**src/mm_ram.sv**
```systemverilog
// Generic single-port-write, single-port-read RAM with registered read data.
module mm_ram #(
    parameter int WIDTH = 32,
    parameter int DEPTH = 64,
    localparam int AW = (DEPTH > 1) ? $clog2(DEPTH) : 1
) (
    input  logic             clk,
    input  logic             wr_en,
    input  logic [AW-1:0]    wr_addr,
    input  logic [WIDTH-1:0] wr_data,
    input  logic             rd_en,
    input  logic [AW-1:0]    rd_addr,
    output logic [WIDTH-1:0] rd_data
);

    logic [WIDTH-1:0] mem_reg [DEPTH];
    logic [WIDTH-1:0] rd_data_reg;

    always_ff @(posedge clk)
    begin
        if (wr_en)
        begin
            mem_reg[wr_addr] <= wr_data;
        end
        if (rd_en)
        begin
            rd_data_reg <= mem_reg[rd_addr];
        end
    end

    assign rd_data = rd_data_reg;

endmodule

```
**config.mk**
```make
export PLATFORM = sky130hd
export DESIGN_NAME = mm_ram
export DESIGN_NICKNAME = d
export VERILOG_FILES = /design/src/mm_ram.sv
export SDC_FILE = /design/constraint.sdc
export NUM_CORES = 2
export LEC_CHECK = 0
export BUFFER_PORTS_ARGS = -buffer_cell sky130_fd_sc_hd__buf_2
export CAP_MARGIN = 20
export CORE_MARGIN = 5
export CORE_UTILIZATION = 50
export DETAILED_ROUTE_END_ITERATION = 12
export MAX_ROUTING_LAYER = met4
export PLACE_DENSITY = 0.72
export SLEW_MARGIN = 10
export SYNTH_ARGS = -nofsm -noshare
export SYNTH_HDL_FRONTEND = slang
export SYNTH_SLANG_ARGS = --single-unit
```
**constraint.sdc**
```tcl
create_clock -name clk -period 4.72 [get_ports clk]
set_clock_uncertainty 0.2 [all_clocks]
set_input_delay 0.236 -clock clk [delete_from_list [all_inputs] [get_ports clk]]
set_output_delay 0.236 -clock clk [all_outputs]
set_load 0.02 [all_outputs]
```
==> run summary <==
Initial Util: 0.504
simple-gate share of the synthesized area: 0.0126
initial antenna violation count: 16
Syn. warnings: 0
CTS tree: yes
DRT iter0 DRCs: 5371
drt total wl: 199000 um
pwr dens: 416 nW/um^2
Yosys top cell by area: edfxtp_1
postcts setup bufs: 0
Overall Power: 37.2 mW
CTS resizes: 0
largest family of logic cells by synthesized area: multiplexers
drt drc: 0
Final Cycle Share: 0.650
max reg flops: 2048
CTS Hold Buffers Added: 26
Final Setup Violations: 0
Core Area: 157000 sq um
non-filler instance count after layout: 5857
worst-path fanout max: 16
Distinct cells, synth: 33
first-pass GRT wire length: 281000 um
number of cell rows: 145
main area contributors after synthesis: edfxtp_1, mux4_2, mux2i_1
critical path required time: 5040 ps
Slew headroom: 0.188
Synth Area in Compound Gates: 0.0167
pin count of the biggest net entering global routing: 72
Placer Congestion: 0.805
CTS H-tree lvls: 4
IO Port Bufs: 78
drt via density: 6.42
FMAX: 326 MHz
Total GRT Usage: 0.249
slowest cell delay on critical path: 890 ps
Syn Inst Count: 3324
maximum VDD drop: 0.000442 V
cell area after synthesis: 78800 sq um
Cell Chain, Critical Path: dlygate4sd3_1 > buf_2 > nand2b_1 > buf_4 > o32ai_1 > nor3_1
post-DP HPWL: 111000 um
IO Pins: 79
clock sink count: 2080
Post-Synth XOR/XNOR Area: 0
syn nets: 3371
Synth Flop Type: edfxtp_1
Leak: 27.9 nW
Die Area: 166000 sq um
mux cell area share after synthesis: 0.167
Worst-Margin Slew: 1210 ps
area share of fa/ha/maj cells after synthesis: 0
vias after detailed routing: 37600
die height: 407 um
Final min period: 3070 ps
post-synth top area share: 0.792
critical path class: in -> reg
Hold Path Class: in -> reg
Layout area overhead: 13.6%
Max Buffers Root-to-Sink: 3
RSZ-0062 raised after global routing: false
DRT Pass-1 Iters: 6
total negative slack: 0 ps
clock root cell: clkbuf_16
CP startpoint kind: primary input
total placed cells including tap cells: 5446
post-synthesis register bit count: 2080
clk_lat worst skew: 820 ps
cell family with most CP delay: buffers and inverters
Max Cap Viol: 0
CP Capture Type: register
layout cells sized above 1: 0.299
Max Slew Vio Count: 0
number of flops mapped to enable cells by yosys: 2080
slowest stage cell, crit path: o32ai_1
Final Hold Fails: 0
drt wl/cell: 34.0 um
ANT nets after route: 0
Buf+Inv Stages, Crit Path: 3
GRT overflow: 0
# nets final: 3681
post-synthesis sequential area ratio: 0.792
Avg Cell Area, Syn: 23.7 sq um
Chip Width: 407 um
status: complete, no violations
Num CTS Buffers: 191
clock-pin slew of the registers on the worst-case setup and hold paths: 70 ps
asr flop ratio synth: 0
WP data arrival: 3390 ps
Final Hold Slack: 175 ps
vias in the first global route: 37500
-- cells by family (layout without fill, tap and decap cells) --
family          count (synthesis)  count (layout)
mux                           637             637
flops                        2080            2080
other cells                     0              14
compound gates                202             202
simple gates                  223             223
buf+inv                       182             643
-- layout make-up --
type | instances | area (sq um)
Antenna cell | 14 | 35.0
Clock buffer | 230 | 5030
Clock inverter | 114 | 828
Fill cell | 10900 | 67000
Multi-Input combinational cell | 1062 | 16000
Sequential cell | 2080 | 62500
Tap cell | 2058 | 2570
Timing Repair Buffer | 299 | 2640
-- metal layers --
metal / GRT usage / share of wire
met1: 0.334 / 0.36
met2: 0.379 / 0.48
met5: - / 0
met4: 0.0785 / 0.033
met3: 0.0680 / 0.13
-- cell usage in the layout (no fill, tap or decap), drive strengths merged, types with 2 or more instances in the layout --
cell type    count
edfxtp        2080
mux4           544
buf            261
clkbuf         230
nor2           137
clkinv          99
mux2i           93
o22ai           84
a21oi           62
dlygate4sd3     38
o221ai          27
nand2           26
nor2b           15
diode           14
a22oi           12
bufinv          11
a311oi           8
nand2b           8
nor3             7
nand3b           5
nand3            5
or3b             5
and3             4
a41o             4
o32ai            4
or3              3
or2              3
and2             2
nand4            2
inv              2
clkinvlp         2
-- final timing paths --
path | to | slack (ps) | start | cells after the start
setup / recovery | rd_data[20]$_DFFE_PP_ | 1650 | rd_addr[5] | 6
hold / removal | mem_reg[51][6]$_DFFE_PP_ | 170 | wr_addr[0] | 3
setup reg to reg | rd_data[6]$_DFFE_PP_ | 2010 | mem_reg[27][6]$_DFFE_PP_ | 4
hold reg to reg | rd_data[4]$_DFFE_PP_ | 720 | mem_reg[28][4]$_DFFE_PP_ | 4
-- power by group --
group	internal [mW]	switching, mW	leakage (nW)
sequential	20.5	0.0706	18.7
combinational	0.737	1.23	6.25
clock	8.15	6.53	2.89
total	29.4	7.83	27.9
-- worst reg2reg max path, cell delays in order, from the launching register on --
cell      delay, ps
edfxtp_1        360
mux4_2          490
mux4_2          520
o22ai_1         780
nor2_1          110
-- Yosys cell counts (2+ instances only) --
master,instances
o221ai_1,27
o32ai_1,4
and3_1,4
nor2b_1,15
buf_1,21
nand3_1,5
mux4_2,544
a41o_1,4
or3b_2,3
clkbuf_1,74
nand2b_1,8
buf_6,5
and2_1,2
mux2i_1,93
nor3_1,7
a22oi_1,12
nand2_1,26
o22ai_1,84
nand4_1,2
nand3b_1,5
buf_2,57
buf_4,25
edfxtp_1,2080
nor2_1,137
or3_1,3
a311oi_1,8
a21oi_1,62
or3b_1,2
-- through the flow --
| stage | setup slack, ps | utilization | cell area (sq um) |
|---|---|---|---|
| global placement | 847 | 0.529 | 82900 |
| detailed placement | 842 | 0.530 | 82900 |
| finish | 1650 | 0.572 | 89500 |
| floorplan | 1120 | - | 78800 |
| CTS | 1700 | 0.569 | 89100 |
| global route | 1590 | 0.572 | 89500 |
Power figures use the tool's default switching activity.
