`src/mm_pkg.sv`:
```
// Shared types and constants of the matrix multiply block.
package mm_pkg;

    localparam int DATA_W    = 32;
    localparam int CFG_W     = 4;
    localparam int CFG_IDX_W = 2;
    localparam int PROD_W    = 2 * DATA_W;
    localparam int ACC_W     = PROD_W + 4;
    localparam int FRAC_W    = 16;

    typedef enum logic [CFG_IDX_W-1:0] {
        REG_ROWS_A    = 2'd0,
        REG_INNER_LEN = 2'd1,
        REG_COLS_B    = 2'd2
    } cfg_reg_t;

    typedef struct packed {
        logic valid;
        logic first;
        logic last;
    } feed_ctl_t;

    typedef struct packed {
        logic [DATA_W-1:0] value;
        logic              sat;
    } res_t;

endpackage

```
`src/mm_cell.sv`:
```
// One multiply-accumulate cell of the chain, holding one column of the right matrix.
module mm_cell import mm_pkg::*; #(
    parameter int MAX_DIM = 8,
    localparam int IDX_W = (MAX_DIM > 1) ? $clog2(MAX_DIM) : 1
) (
    input  logic              clk,
    input  logic              rst_n,
    input  feed_ctl_t         ctl_in,
    input  logic [IDX_W-1:0]  k_in,
    input  logic [DATA_W-1:0] a_in,
    output feed_ctl_t         ctl_out,
    output logic [IDX_W-1:0]  k_out,
    output logic [DATA_W-1:0] a_out,
    input  logic              b_wr_en,
    input  logic [IDX_W-1:0]  b_wr_row,
    input  logic [DATA_W-1:0] b_wr_data,
    input  logic              res_shift,
    input  res_t              res_in,
    output res_t              res_out,
    output logic              done
);

    localparam int SUM_W = ACC_W - FRAC_W;

    logic [DATA_W-1:0]        bank_reg [MAX_DIM];
    feed_ctl_t                ctl_reg;
    logic [IDX_W-1:0]         k_reg;
    logic [DATA_W-1:0]        a_reg;
    feed_ctl_t                pctl_reg;
    logic signed [PROD_W-1:0] prod_reg;
    logic signed [PROD_W-1:0] prod_next;
    logic signed [ACC_W-1:0]  acc_reg;
    logic signed [ACC_W-1:0]  acc_next;
    logic                     done_reg;
    res_t                     res_reg;
    res_t                     res_next;
    logic signed [DATA_W-1:0] a_s;
    logic signed [DATA_W-1:0] b_s;
    logic [SUM_W-1:0]         sum_q;
    logic [SUM_W-DATA_W:0]    sum_top;
    logic                     ovf;

    assign a_s       = a_in;
    assign b_s       = bank_reg[k_in];
    assign prod_next = PROD_W'(a_s) * PROD_W'(b_s);
    assign acc_next  = pctl_reg.first ? ACC_W'(prod_reg) : acc_reg + ACC_W'(prod_reg);

    assign sum_q   = acc_reg[ACC_W-1:FRAC_W];
    assign sum_top = sum_q[SUM_W-1:DATA_W-1];
    assign ovf     = !((&sum_top) || (~|sum_top));

    always_comb
    begin
        res_next = res_reg;
        if (res_shift)
        begin
            res_next = res_in;
        end
        else if (done_reg)
        begin
            res_next.sat = ovf;
            if (!ovf)
            begin
                res_next.value = sum_q[DATA_W-1:0];
            end
            else if (sum_q[SUM_W-1])
            begin
                res_next.value = {1'b1, {(DATA_W-1){1'b0}}};
            end
            else
            begin
                res_next.value = {1'b0, {(DATA_W-1){1'b1}}};
            end
        end
    end

    always_ff @(posedge clk or negedge rst_n)
    begin
        if (!rst_n)
        begin
            ctl_reg  <= '0;
            pctl_reg <= '0;
            done_reg <= 1'b0;
        end
        else
        begin
            ctl_reg  <= ctl_in;
            pctl_reg <= ctl_in;
            done_reg <= pctl_reg.valid && pctl_reg.last;
        end
    end

    always_ff @(posedge clk)
    begin
        if (b_wr_en)
        begin
            bank_reg[b_wr_row] <= b_wr_data;
        end
        k_reg   <= k_in;
        a_reg   <= a_in;
        res_reg <= res_next;
        if (ctl_in.valid)
        begin
            prod_reg <= prod_next;
        end
        if (pctl_reg.valid)
        begin
            acc_reg <= acc_next;
        end
    end

    assign ctl_out = ctl_reg;
    assign k_out   = k_reg;
    assign a_out   = a_reg;
    assign res_out = res_reg;
    assign done    = done_reg;

endmodule

```
`config.mk`:
```
export PLATFORM = sky130hd
export DESIGN_NAME = mm_cell
export DESIGN_NICKNAME = d
export VERILOG_FILES = /design/src/mm_pkg.sv /design/src/mm_cell.sv
export SDC_FILE = /design/constraint.sdc
export NUM_CORES = 2
export LEC_CHECK = 0
export BUFFER_PORTS_ARGS = -buffer_cell sky130_fd_sc_hd__buf_2
export CAP_MARGIN = 20
export CORE_ASPECT_RATIO = 1.5
export CORE_UTILIZATION = 41
export CTS_CLUSTER_SIZE = 12
export DETAILED_ROUTE_END_ITERATION = 8
export PLACE_DENSITY = 0.65
export SYNTH_ARGS = -nofsm -noshare
export SYNTH_HDL_FRONTEND = slang
export SYNTH_SLANG_ARGS = --single-unit
```
`constraint.sdc`:
```
create_clock -name clk -period 14 [get_ports clk]
set_input_delay 2.1 -clock clk [delete_from_list [all_inputs] [get_ports clk]]
set_output_delay 2.1 -clock clk [all_outputs]
set_load 0.05 [all_outputs]
```
==> flow_summary.toml <==
[outcome]
status = "finished, final reports clean"

[setup_path]
crit_path_end_kind = "flop"
critPathLaunch = "k_in[0]"
max_stage_delay_ps = 960
cp_max_fo = 35
cp-start-kind = "primary input"
required_ps = 14410
r2r_start = "bank_reg[5][3]"
crit_arrival_ps = 11940
path_class = "in2reg"
slowest_stage = "fa_1"
crit_top_cell = "fa_1"

[clocking]
cts.htree.levels = 2
clkLatencyLatePin_ps = 690
cts_root_buf = "clkbuf_16"
post-cts-setup-buffer-count = 0
numClockSinks = 460
cts_hold_buf = 0
clk_path_buf_depth = 3
cts_resized = 0
cts_tree = "done"
clk_pin_slew_worst_paths_ps = 60
numCtsBuffers = 49

[timing]
clock-skew-final_ps = 40.4
finalCritPeriodShare_pct = 82.4
setup_viol = 0
fin_ws_ps = 2470
finalMaxSlewViolations = 0
tightest_slew_ps = 1090
hold_viol = 0
grt_setup_unrepaired = "false"
fmax_mhz = 86.7
maxSlewHeadroom_pct = 27.1
setup-tns-final_ps = 0
finalWorstPathRequiredPeriod_ps = 11530

[routing]
vias_per_cell = 5.33
drtIter0Drc = 2280
num_vias = 38000
drcViolationCount = 0
wire_per_inst_microns = 21.2
first_pass_iters = 8
ant_nets = 0
routed_wl_microns = 151000

[synth]
synth_area_sq_um = 56800
ys.flop_type = "edfxtp_1"
syn_area_per_cell_sq_um = 10.7
synth_seq_cells = 460
syn-num-nets = 6745
synth-edff-count = 421
synth_cell_types = 79
synthArstFlopShare_pct = 0.870
yosysWarnings = 0
syn_inst = 5301
ys_seq_area_share_pct = 23.7

[floorplanning]
die_h_microns = 458
initial_core_util_pct = 41.5
rows = 166
dieArea_sq_um = 140000
num_io_pins = 182
fp.dieW_microns = 306
core_area_sq_um = 137000

[run]
cap_violations = 0

[finish]
area_delta_synth_final_pct = 7.55
regArea_sq_um = 13400
largest_register_ffs = 256
layout_common_cells = "1083 x fa_1, 990 x inv_1, 613 x nand2_1"
multi_input_area_sq_um = 38800
fillers = 12600
drive_gt1_share_pct = 8.54
final_common_cell = "fa_1"
num-nets-final = 6758

[placed_design]
gp_congestion = 0.912
place_ws_ps = 1680
hpwl_microns = 115000
port_buffers = 181

[global_routing]
grt_max_degree = 89
grt_antenna_before_repair = 8
grt_overflow = 0
grt_pass1_wl_microns = 240000
first_global_vias = 42700
grt_usage_pct = 22.4

[worst_hold_path]
hp-start = "pctl_reg[0]"
hold_path.class = "reg2reg"
-- metrics by stage --
stage	cells	instance area [sq um]	hold WS, ps	utilization, %
detailed placement	7026	59500	488	43.5
global placement	7026	59500	487	43.5
global route	7118	61100	517	44.6
CTS	7116	61100	502	44.6
finish	7125	61100	497	44.6
floorplan	5301	56800	520	-
-- path summary, 6_finish.rpt --
| path | end | cells past startpoint | slack (ps) |
|---|---|---|---|
| min reg2reg | done | 1 | 500 |
| max | prod_reg[63] | 30 | 2470 |
| max reg2reg | prod_reg[59] | 24 | 4420 |
| min | done | 1 | 500 |
| min in group asynchronous | pctl_reg[1] | 1 | 1230 |
| max in group asynchronous | pctl_reg[1] | 1 | 12630 |
-- layer usage --
metal	part of all wire, %	global-route usage [%]	vias up
li1	-	-	16600
met2	52	40.4	1260
met3	5.1	3.07	473
met5	0.011	0	-
met1	37	25.4	19700
met4	6.2	12.6	2
-- cell families after synthesis --
family | count (synthesis) | synth area share (%)
AND/OR/NAND/NOR | 1460 | 12.9
adder cells (fa/ha/maj) | 1334 | 43.7
buffers and inverters | 1269 | 8.42
AO/OA/AOI/OAI | 542 | 6.01
flip-flops | 460 | 23.7
XOR/XNOR | 129 | 1.99
multiplexers | 107 | 3.36
-- Yosys cell counts, drive strengths merged, types with 10 or more instances --
library cell  instances  share of area, %
xor2                 49              0.76
nand2               614               4.1
mux2                 30              0.59
mux4                 64               2.5
and2                238               2.6
ha                  251               5.5
clkbuf              262               1.7
dfxtp                35               1.2
nand2b               46              0.51
buf                  16              0.13
nor2                109              0.72
and3                 16              0.18
o211ai               10              0.13
edfxtp              421                22
mux2i                13              0.23
xnor2                80               1.2
o21a                 34              0.45
fa                 1083                38
nand3                23              0.20
or2                  11              0.12
inv                 991               6.5
nor3                 28              0.25
a211oi               15              0.21
o21ai               156               1.4
a21o                 73              0.96
nor4                 12              0.13
a21oi               164               1.4
nand4                35              0.39
o21bai               18              0.24
o31ai                13              0.19
nor2b               306               3.4
-- worst max-delay path: cells and delay by family --
kind / cells / cell delay (ps)
XOR/XNOR: 1 / 150
adder cells (fa/ha/maj): 9 / 4800
buffers and inverters: 9 / 2070
AND/OR/NAND/NOR: 4 / 540
multiplexers: 2 / 1140
AO/OA/AOI/OAI: 5 / 1080
-- final cells by class --
cell class	count	share of cell area [%]
Timing Repair Buffer	240	2.22
Clock inverter	14	0.334
Clock buffer	76	2.22
Antenna cell	8	0.0328
Sequential cell	460	22.0
Inverter	991	6.09
Tap cell	1764	3.61
Multi-Input combinational cell	3572	63.5
Power is not shown: default switching activity piles up to over one toggle a cycle in this logic, so the estimate is an artifact.
